[src/sv/ccts_pkg.sv]
// ----------------------------------------------------------------------------
// ccts_pkg - shared types and constants for the cycle counter time split
// Widths of the serial divider and the command that launches one division.
// ----------------------------------------------------------------------------
package ccts_pkg;

    localparam int CLK_W   = 10;          // clock_mhz register
    localparam int SMP_W   = 32;          // counter sample
    localparam int EXT_W   = 64;          // extended cycle count
    localparam int QUOT_W  = 45;          // widest quotient (whole seconds)
    localparam int REM_W   = 30;          // cycles per second fit in 30 bits
    localparam int PMS_W   = 20;          // cycles per millisecond
    localparam int PART_W  = 10;          // milli / micro parts
    localparam int STEP_W  = 6;

    localparam logic [CLK_W-1:0]  CLOCK_MHZ_RST = CLK_W'(168);
    localparam logic [PMS_W-1:0]  CYC_PER_S_MHZ  = PMS_W'(1000000);
    localparam logic [CLK_W-1:0]  CYC_PER_MS_MHZ = CLK_W'(1000);

    // Seconds quotient: the top 19 bits of the count are below any divisor.
    localparam logic [STEP_W-1:0] SEC_STEPS = STEP_W'(QUOT_W);
    // Sub-splits: quotient is below 1024, so only 10 steps are needed.
    localparam logic [STEP_W-1:0] SUB_STEPS = STEP_W'(PART_W);

    typedef struct packed {
        logic              start;
        logic [STEP_W-1:0] steps;
    } t_div_cmd;

endpackage

[src/sv/ccts_div.sv]
// ----------------------------------------------------------------------------
// ccts_div - bit-serial restoring divider
// One quotient bit per cycle. The dividend sits left aligned in a shift
// register; quotient bits enter at the bottom as dividend bits leave the top.
// ----------------------------------------------------------------------------
module ccts_div (
    input  logic                          i_clk,
    input  logic                          i_rst_n,
    input  ccts_pkg::t_div_cmd            i_cmd,
    input  logic [ccts_pkg::REM_W-1:0]    i_rem_init,
    input  logic [ccts_pkg::QUOT_W-1:0]   i_dividend,
    input  logic [ccts_pkg::REM_W-1:0]    i_den,
    output logic                          o_busy,
    output logic [ccts_pkg::QUOT_W-1:0]   o_quot,
    output logic [ccts_pkg::REM_W-1:0]    o_rem
);
    import ccts_pkg::*;

    logic [STEP_W-1:0] r_cnt;
    logic [REM_W-1:0]  r_rem, r_den, n_rem;
    logic [QUOT_W-1:0] r_shf;
    logic [REM_W+1:0]  w_trial;

    always_comb begin
        w_trial = {1'b0, r_rem, r_shf[QUOT_W-1]} - {2'b0, r_den};
        if (w_trial[REM_W+1]) begin
            n_rem = {r_rem[REM_W-2:0], r_shf[QUOT_W-1]};
        end else begin
            n_rem = w_trial[REM_W-1:0];
        end
    end

    always_ff @(posedge i_clk) begin
        if (!i_rst_n) begin
            r_cnt <= '0;
        end else if (i_cmd.start) begin
            r_cnt <= i_cmd.steps;
        end else if (r_cnt != '0) begin
            r_cnt <= r_cnt - STEP_W'(1);
        end
    end

    always_ff @(posedge i_clk) begin
        if (i_cmd.start) begin
            r_rem <= i_rem_init;
            r_shf <= i_dividend;
            r_den <= i_den;
        end else if (r_cnt != '0) begin
            r_rem <= n_rem;
            r_shf <= {r_shf[QUOT_W-2:0], ~w_trial[REM_W+1]};
        end
    end

    assign o_busy = (r_cnt != '0);
    assign o_quot = r_shf;
    assign o_rem  = r_rem;

endmodule

[src/sv/cycle_counter_time_split.sv]
// ----------------------------------------------------------------------------
// cycle_counter_time_split - 64-bit extension and time split of a cycle counter
// Tracks wraps of a 32-bit counter and splits the count into s / ms / us.
// ----------------------------------------------------------------------------
// One word in, one word out. A sample below the last one kept counts a wrap;
// the extended count is {wraps, sample}. Seconds, milliseconds and
// microseconds come from a single bit-serial divider run three times
// (45 + 10 + 10 steps); one word is in work at a time.
// The input is taken again as soon as the result sits in the output register.
// clock_mhz of zero is used as 1 MHz. Write clock_mhz only while idle.
module cycle_counter_time_split (
    input  logic                           i_clk,
    input  logic                           i_rst_n,
    input  logic                           i_cfg_valid,
    output logic                           o_cfg_ready,
    input  logic [ccts_pkg::CLK_W-1:0]     i_cfg_clock_mhz,
    input  logic                           i_in_valid,
    output logic                           o_in_stall,
    input  logic [ccts_pkg::SMP_W-1:0]     i_counter_sample,
    input  logic [ccts_pkg::SMP_W-1:0]     i_earlier_sample,
    output logic                           o_out_valid,
    input  logic                           i_out_stall,
    output logic [ccts_pkg::EXT_W-1:0]     o_extended_cycles,
    output logic [ccts_pkg::QUOT_W-1:0]    o_whole_seconds,
    output logic [ccts_pkg::PART_W-1:0]    o_milli_part,
    output logic [ccts_pkg::PART_W-1:0]    o_micro_part,
    output logic [ccts_pkg::SMP_W-1:0]     o_delta_cycles
);
    import ccts_pkg::*;

    localparam logic [2:0] S_IDLE = 3'd0;
    localparam logic [2:0] S_PREP = 3'd1;
    localparam logic [2:0] S_SEC  = 3'd2;
    localparam logic [2:0] S_MS   = 3'd3;
    localparam logic [2:0] S_US   = 3'd4;

    logic [2:0]        r_state, n_state;
    logic [CLK_W-1:0]  r_clock_mhz, r_mhz, w_mhz;
    logic [SMP_W-1:0]  r_wrap, r_prev, n_wrap, r_delta;
    logic [EXT_W-1:0]  r_ext;
    logic [REM_W-1:0]  r_per_s;
    logic [PMS_W-1:0]  r_per_ms;
    logic [QUOT_W-1:0] r_secs;
    logic [PART_W-1:0] r_ms;
    logic              w_in_acc, w_out_free, w_done;

    t_div_cmd          w_cmd;
    logic [REM_W-1:0]  w_rem_init, w_den, w_div_rem;
    logic [QUOT_W-1:0] w_dividend, w_div_quot;
    logic              w_div_busy;

    logic              r_out_valid;
    logic [EXT_W-1:0]  r_out_ext;
    logic [QUOT_W-1:0] r_out_secs;
    logic [PART_W-1:0] r_out_ms, r_out_us;
    logic [SMP_W-1:0]  r_out_delta;

    assign w_in_acc   = i_in_valid && (r_state == S_IDLE);
    assign w_out_free = !r_out_valid || !i_out_stall;
    assign w_mhz      = (r_clock_mhz == '0) ? CLK_W'(1) : r_clock_mhz;
    assign n_wrap     = (i_counter_sample < r_prev) ? r_wrap + SMP_W'(1) : r_wrap;

    // divider command per phase; the sub-splits preload the upper remainder bits
    always_comb begin
        w_cmd      = '0;
        w_rem_init = '0;
        w_dividend = '0;
        w_den      = '0;
        w_done     = 1'b0;
        n_state    = r_state;
        case (r_state)
            S_IDLE: begin
                if (w_in_acc) n_state = S_PREP;
            end
            S_PREP: begin
                w_cmd      = '{start: 1'b1, steps: SEC_STEPS};
                w_rem_init = REM_W'(r_ext[EXT_W-1:QUOT_W]);
                w_dividend = r_ext[QUOT_W-1:0];
                w_den      = r_per_s;
                n_state    = S_SEC;
            end
            S_SEC: begin
                if (!w_div_busy) begin
                    w_cmd      = '{start: 1'b1, steps: SUB_STEPS};
                    w_rem_init = REM_W'(w_div_rem[REM_W-1:PART_W]);
                    w_dividend = {w_div_rem[PART_W-1:0], (QUOT_W-PART_W)'(0)};
                    w_den      = REM_W'(r_per_ms);
                    n_state    = S_MS;
                end
            end
            S_MS: begin
                if (!w_div_busy) begin
                    w_cmd      = '{start: 1'b1, steps: SUB_STEPS};
                    w_rem_init = REM_W'(w_div_rem[REM_W-1:PART_W]);
                    w_dividend = {w_div_rem[PART_W-1:0], (QUOT_W-PART_W)'(0)};
                    w_den      = REM_W'(r_mhz);
                    n_state    = S_US;
                end
            end
            S_US: begin
                if (!w_div_busy && w_out_free) begin
                    w_done  = 1'b1;
                    n_state = S_IDLE;
                end
            end
            default: n_state = S_IDLE;
        endcase
    end

    ccts_div u_div (
        .i_clk      (i_clk),
        .i_rst_n    (i_rst_n),
        .i_cmd      (w_cmd),
        .i_rem_init (w_rem_init),
        .i_dividend (w_dividend),
        .i_den      (w_den),
        .o_busy     (w_div_busy),
        .o_quot     (w_div_quot),
        .o_rem      (w_div_rem)
    );

    always_ff @(posedge i_clk) begin
        if (!i_rst_n) begin
            r_state     <= S_IDLE;
            r_clock_mhz <= CLOCK_MHZ_RST;
            r_wrap      <= '0;
            r_prev      <= '0;
            r_out_valid <= 1'b0;
        end else begin
            r_state <= n_state;
            if (i_cfg_valid && o_cfg_ready) r_clock_mhz <= i_cfg_clock_mhz;
            if (w_in_acc) begin
                r_wrap <= n_wrap;
                r_prev <= i_counter_sample;
            end
            if (w_done) begin
                r_out_valid <= 1'b1;
            end else if (!i_out_stall) begin
                r_out_valid <= 1'b0;
            end
        end
    end

    always_ff @(posedge i_clk) begin
        if (w_in_acc) begin
            r_ext    <= {n_wrap, i_counter_sample};
            r_delta  <= i_counter_sample - i_earlier_sample;
            r_mhz    <= w_mhz;
            r_per_s  <= REM_W'({{(REM_W-CLK_W){1'b0}}, w_mhz} * {{(REM_W-PMS_W){1'b0}}, CYC_PER_S_MHZ});
            r_per_ms <= PMS_W'({{(PMS_W-CLK_W){1'b0}}, w_mhz} * {{(PMS_W-CLK_W){1'b0}}, CYC_PER_MS_MHZ});
        end
        if (r_state == S_SEC && !w_div_busy) r_secs <= w_div_quot;
        if (r_state == S_MS && !w_div_busy)  r_ms   <= w_div_quot[PART_W-1:0];
        if (w_done) begin
            r_out_ext   <= r_ext;
            r_out_secs  <= r_secs;
            r_out_ms    <= r_ms;
            r_out_us    <= w_div_quot[PART_W-1:0];
            r_out_delta <= r_delta;
        end
    end

    assign o_cfg_ready       = (r_state == S_IDLE);
    assign o_in_stall        = (r_state != S_IDLE);
    assign o_out_valid       = r_out_valid;
    assign o_extended_cycles = r_out_ext;
    assign o_whole_seconds   = r_out_secs;
    assign o_milli_part      = r_out_ms;
    assign o_micro_part      = r_out_us;
    assign o_delta_cycles    = r_out_delta;

endmodule

[config.mk]
export PLATFORM = sky130hd
export DESIGN_NAME = cycle_counter_time_split
export DESIGN_NICKNAME = d
export VERILOG_FILES = /design/src/sv/ccts_pkg.sv /design/src/sv/ccts_div.sv /design/src/sv/cycle_counter_time_split.sv
export SDC_FILE = /design/constraint.sdc
export NUM_CORES = 1
export LEC_CHECK = 0
export CORE_ASPECT_RATIO = 2
export CORE_MARGIN = 8
export CORE_UTILIZATION = 45
export CTS_CLUSTER_SIZE = 28
export DETAILED_ROUTE_END_ITERATION = 6
export DONT_BUFFER_PORTS = 1
export RECOVER_POWER = 100
export SETUP_SLACK_MARGIN = 0.3
export SLEW_MARGIN = 0
export SYNTH_ARGS = -nofsm -noshare
export SYNTH_HDL_FRONTEND = slang
export SYNTH_HIERARCHICAL = 1
export SYNTH_SLANG_ARGS = --single-unit
[constraint.sdc]
create_clock -name i_clk -period 7.1 [get_ports i_clk]
set_input_delay 1.42 -clock i_clk [delete_from_list [all_inputs] [get_ports i_clk]]
set_output_delay 1.42 -clock i_clk [all_outputs]
set_load 0.05 [all_outputs]
Word level (Yosys, flattened, before mapping):

Cells that the tools add are included.

* bits in registers: 552
* output and inout port bits: 164

* bitwise gates (word level): 1
* multiply operators: 2
* add/subtract/negate cells: 4
* magnitude comparators: 1
* multiplexer cells: 27
* equal/unequal tests: 9
* reductions and logical operators: 16

Operators by type and width (count)
* 45-bit two-way mux: 3
* 30-bit two-way mux: 3
* 30-bit one-hot mux with 3 select lines: 1
* 45-bit one-hot mux with 2 select lines: 1
* 20-bit two-way mux: 2
* 20-bit one-hot mux with 2 select lines: 1
* 32-bit by 1-bit adder with 32-bit output, second input constant: 1
* 32-bit < comparator: 1
* 32-bit two-way mux: 1
* 31-bit by 30-bit subtractor with 32-bit output: 1
* 32-bit subtractor: 1
* 10-bit by 14-bit multiplier with 24-bit output, second input constant: 1
* 10-bit two-way mux: 2
* 10-bit by 7-bit multiplier with 17-bit output, second input constant: 1
* 3-bit one-hot mux with 5 select lines: 1
* 7-bit one-hot mux with 2 select lines: 1
* 3-bit two-way mux: 4
* 6-bit two-way mux: 2
* 10-bit logical NOT: 1
* 7-bit two-way mux: 1
* 3-bit by 2-bit equality test with 1-bit output, second input constant: 2
* 2-bit != test, second input constant: 3
* 6-bit nonzero test: 1
* 6-bit by 1-bit subtractor with 6-bit output, second input constant: 1
* other kinds (13): 23

Depth between registers and ports, before layout:

* depth in word-level cells: 6
* gate-level depth with buffers: 23
* depth with buffers taken out: 23

Cells and area by module:

The synthesis kept the hierarchy.

By module, submodules not included
* cycle_counter_time_split: area each 21459.3 sq um, sequential area each 12311.8 sq um, cells an instance 1724, instances 1
* ccts_div: area each 6441.2 sq um, sequential area each 3273.1 sq um, cells an instance 563, instances 1

Worst setup path before layout:

Ideal clock, no wire load.

* kind: register to register
* start: register r_state[1]
* end: register r_delta[0], enable pin
* path slack: 136 ps
* data required time: 6538 ps
* arrival: 6402 ps
* stages on the path, launching flop included: 6
* buffers on the path: 2
* cell sequence: dfxtp_1 > nor3_1 > nand2_1 > inv_1 > clkbuf_1 > clkbuf_1

* longest elaborated chain between the ends: 2

Ends and longest elaborated chain
* start, declared: RTL line cycle_counter_time_split.sv:37 `logic [2:0] r_state, n_state;`
* start signal, assigned: RTL line cycle_counter_time_split.sv:130 `r_state <= n_state;`
* 3-bit logical NOT
* named net o_cfg_ready: RTL line cycle_counter_time_split.sv:15 `output logic o_cfg_ready,`
* 1-bit logical AND: RTL line cycle_counter_time_split.sv:58 `assign w_in_acc = i_in_valid && (r_state == S_IDLE);`
* named net w_in_acc: RTL line cycle_counter_time_split.sv:45 `logic w_in_acc, w_out_free, w_done;`
* end signal, assigned: RTL line cycle_counter_time_split.sv:147 `r_delta <= i_counter_sample - i_earlier_sample;`
* end, declared: RTL line cycle_counter_time_split.sv:39 `logic [SMP_W-1:0] r_wrap, r_prev, n_wrap, r_delta;`

The timed path passes the listed nets, and every way through them passes these cells.
A chain may end at the register's enable or synchronous reset.

Worst setup path after layout:

* start: register r_state[0]
* end: register r_wrap[29]

* longest elaborated chain between the ends: 2

Ends and longest elaborated chain
* 3-bit logical NOT
* named net o_cfg_ready: RTL line cycle_counter_time_split.sv:15
* 1-bit logical AND: RTL line cycle_counter_time_split.sv:58
* end signal, assigned: RTL line cycle_counter_time_split.sv:133 `r_wrap <= n_wrap;`
* end, declared: RTL line cycle_counter_time_split.sv:39

The timed path passes the listed nets, and every way through them passes these cells.

==> results_dict.tcl <==
set metrics [dict create \
    final_antenna_net_count 0 \
    power_frac_seq_pct 37.9 \
    antenna_found_initial 0 \
    p_switching_w 0.004756 \
    synth_area_leaders "edfxtp_1 50%, ha_1 9.1%, dfxtp_1 6.0%" \
    outcome "finished, violations left" \
    place_congestion 0.9081 \
    clkLatencyLatePin_ns 0.59 \
    ios 243 \
    place_area_um2 28810 \
    root_buffer "clkbuf_16" \
    synth-seq-cells 547 \
    overflow 0 \
    vias 17360 \
    synth-edff-count 463 \
    rsz0062_at_grt "no" \
    cts_made_buffers 50 \
    async_flop_share_pct 0 \
    multi_input_area_um2 11200 \
    finish.instance_area_um2 30460 \
    drc 0 \
    ff2ff_path_depth 10 \
    fp.dieH_um 368.1 \
    wire_per_inst_um 23.17 \
    timing.fmax_mhz 161.7 \
    n_antenna_cell 0 \
    postSynthCellCount 2287 \
    synthMuxAreaShare_pct 3.112 \
    cts_resized 0 \
    r2r_slack_ns 0.92 \
    worst_pin_slew_ns 4.125 \
    clock_skew_ns 0.01814 \
    vias_per_cell 5.561 \
    worst-setup-path-type "flip-flop to flip-flop" \
    critPathSlowestCell "clkinvlp_2" \
    cts_buffer_depth 3 \
    cpPeakStageDelay_ns 1.82 \
    cts_hold_buf 0 \
    ff_latch_area_um2 15580 \
    globalRouteTotalUtil_pct 20.05 \
    cp-start-kind "flip-flop" \
    switching_share_pct 36.35 \
    power.internal_w 0.008330 \
    synth_top_flop_cell "edfxtp_1" \
    final_common_cell "edfxtp_1" \
    grt_max_degree 163 \
    synth.largest_area_cell "edfxtp_1" \
    synth_top_area_share_pct 49.83 \
    synth_xor_area_share_pct 4.238 \
    violations "capacitance limit, slew limit" \
    ir_drop_mv 0.4830 \
    r2r-start "r_state[0]" \
    grt_pass1_vias 18100 \
    start_util_pct 45.25 \
    htreeDepth 2 \
    cts_sinks 547 \
    p_per_area_nw_per_um2 429.6 \
    setup_viol 0 \
    path_cells "nor3_2 -> clkbuf_1 -> nand2_2 -> buf_4 -> clkinvlp_2 -> clkbuf_2 -> and3_1 -> nand4_1 -> xor2_1 -> nor2_1" \
    final-hold-violation-count 0 \
    fp.dieArea_um2 70710 \
    ys_types 77 \
    power_frac_comb_pct 40.0 \
    drtIter0Drc 798 \
    startpoint "r_state[0]" \
    max_cap_violations 11 \
    cp_max_fo 63 \
    fillers 5454 \
    min_path_type "flip-flop to flip-flop" \
    hpwl_um 54960 \
    portBuffers 0 \
    setup_tns_ns 0 \
    slew_headroom_pct -175.0 \
    synth_area_um2 27900 \
    cts.clk_slew.worst_paths_ns 0.07 \
    min_period_ns 6.185 \
    drive_gt1_share_pct 7.063 \
    postCtsSetupBuffers 0 \
    fin_nets 2632 \
    grt_pass1_wl_um 107700 \
    cp.arrival_ns 6.64 \
    r2r-end "r_wrap[29]" \
    die_w_um 192.1 \
    ys_seq_area_share_pct 55.86 \
    tritoncts "built" \
    period_share_pct 87.11 \
    core_area_um2 61660 \
    hold_ws_ns 0.4155 \
    yosysWarnings 6 \
    synth_top_family_by_area "adder cells" \
    end_kind "flip-flop" \
    final_cell_mix "463 x edfxtp_1, 217 x inv_1, 204 x ha_1" \
    avgSynthCellArea_um2 12.20 \
    final_max_slew_viol_count 647 \
    wl_um 72350 \
    synth_compound_area_share_pct 9.543 \
    crit_required_ns 7.55 \
    rows 129 \
    first_pass_iters 6 \
    clockPowerShare_pct 22.1 \
    synth-simple-area-share_pct 10.05 \
    synth_adder_area_share_pct 13.02 \
    area_growth_pct 9.180 \
    cp-endpoint "r_wrap[29]" \
    leakagePower_nw 11.86 \
]
## power groups by stage
| stage | clock [W] | combinational (W) | sequential, W |
|---|---|---|---|
| 6_report | 0.00290 | 0.00523 | 0.00496 |
| 3_5_place_dp | 0 | 0.00532 | 0.00499 |
| 3_3_place_gp | 0 | 0.00521 | 0.00498 |
| 5_1_grt | 0.00308 | 0.00585 | 0.00502 |
| 4_1_cts | 0.00297 | 0.00536 | 0.00493 |
| 2_1_floorplan | 0 | 0.00400 | 0.00484 |
## synthesized netlist by cell type, drive strengths merged, types with 5 or more instances
master and instances:
nor4 10, o21bai 5, buf 13, a21boi 5
mux2 46, ha 204, nand2 199, clkbuf 62
and2 67, o31ai 8, a21o 37, a21oi 136
dfxtp 84, a2111oi 5, o211ai 11, nand3 29
o21ai 82, a211oi 10, xor2 42, edfxtp 463
fa 54, inv 219, nand4 36, nand2b 25
a31oi 14, o21a 15, nor2b 14, and4 5
and3 27, a22o 39, xnor2 93, nor2 91
or3 16, nor3 27, mux2i 35
## metrics by stage
step	setup WS, ns	power [W]	std cells	util, %
after floorplan	1.198	0.008848	2297	-
after global placement	1.084	0.01019	3029	46.73
after detailed placement	1.027	0.01031	3029	46.73
after CTS	1.012	0.01325	3122	49.60
after global routing	0.3498	0.01395	3122	49.41
final	0.9154	0.01309	3122	49.41
## sequential cells by signal (all words and copies together), names as in the netlist, 15 cells and up
register / cells
r_per_s: 21
r_ext: 64
r_per_ms: 15
r_prev: 32
r_wrap: 32
u_div/r_den: 30
r_delta: 32
o_delta_cycles: 32
o_extended_cycles: 64
u_div/o_quot: 45
r_secs: 45
o_whole_seconds: 45
u_div/o_rem: 30
## how the worst min path moves through the flow
stage                start                   to  slack (ns)  depth (start not counted)
2_1_floorplan   r_delta[0]    o_delta_cycles[0]        0.40                          0
3_3_place_gp   r_delta[24]   o_delta_cycles[24]        0.40                          0
3_5_place_dp   r_delta[24]   o_delta_cycles[24]        0.40                          0
4_1_cts        r_delta[24]   o_delta_cycles[24]        0.42                          0
5_1_grt        r_delta[20]   o_delta_cycles[20]        0.42                          0
6_report        r_secs[12]  o_whole_seconds[12]        0.42                          0
## worst max-delay path: cells and delay by family, from the launching register on
family | cells | cell delay (ns)
buffers and inverters | 4 | 4.03
AND/OR/NAND/NOR | 5 | 0.98
flip-flops | 1 | 0.78
XOR/XNOR | 1 | 0.17
## layer usage
| metal | up-vias | global-route usage [%] | part of all wire [%] |
|---|---|---|---|
| met3 | 132 | 3.458 | 5.3 |
| met1 | 8549 | 18.96 | 34 |
| met5 | - | 0 | 0 |
| met2 | 471 | 40.26 | 57 |
| met4 | 0 | 8.992 | 4.5 |
| li1 | 8209 | - | - |
## cell type report
type                            count  area share [%]
Clock buffer                       54           4.255
Clock inverter                     39           1.553
Inverter                          219           2.703
Multi-Input combinational cell   1456           36.77
Sequential cell                   547           51.16
Tap cell                          786           3.228
Timing Repair Buffer               21          0.3327
## cell families after synthesis
family	count (synthesis)
compound gates	409
xor+xnor	135
fa+ha+maj	258
buf+inv	294
flops	547
mux	81
other cells	1
simple gates	562
Note: power is estimated with default switching activity, not from simulation.
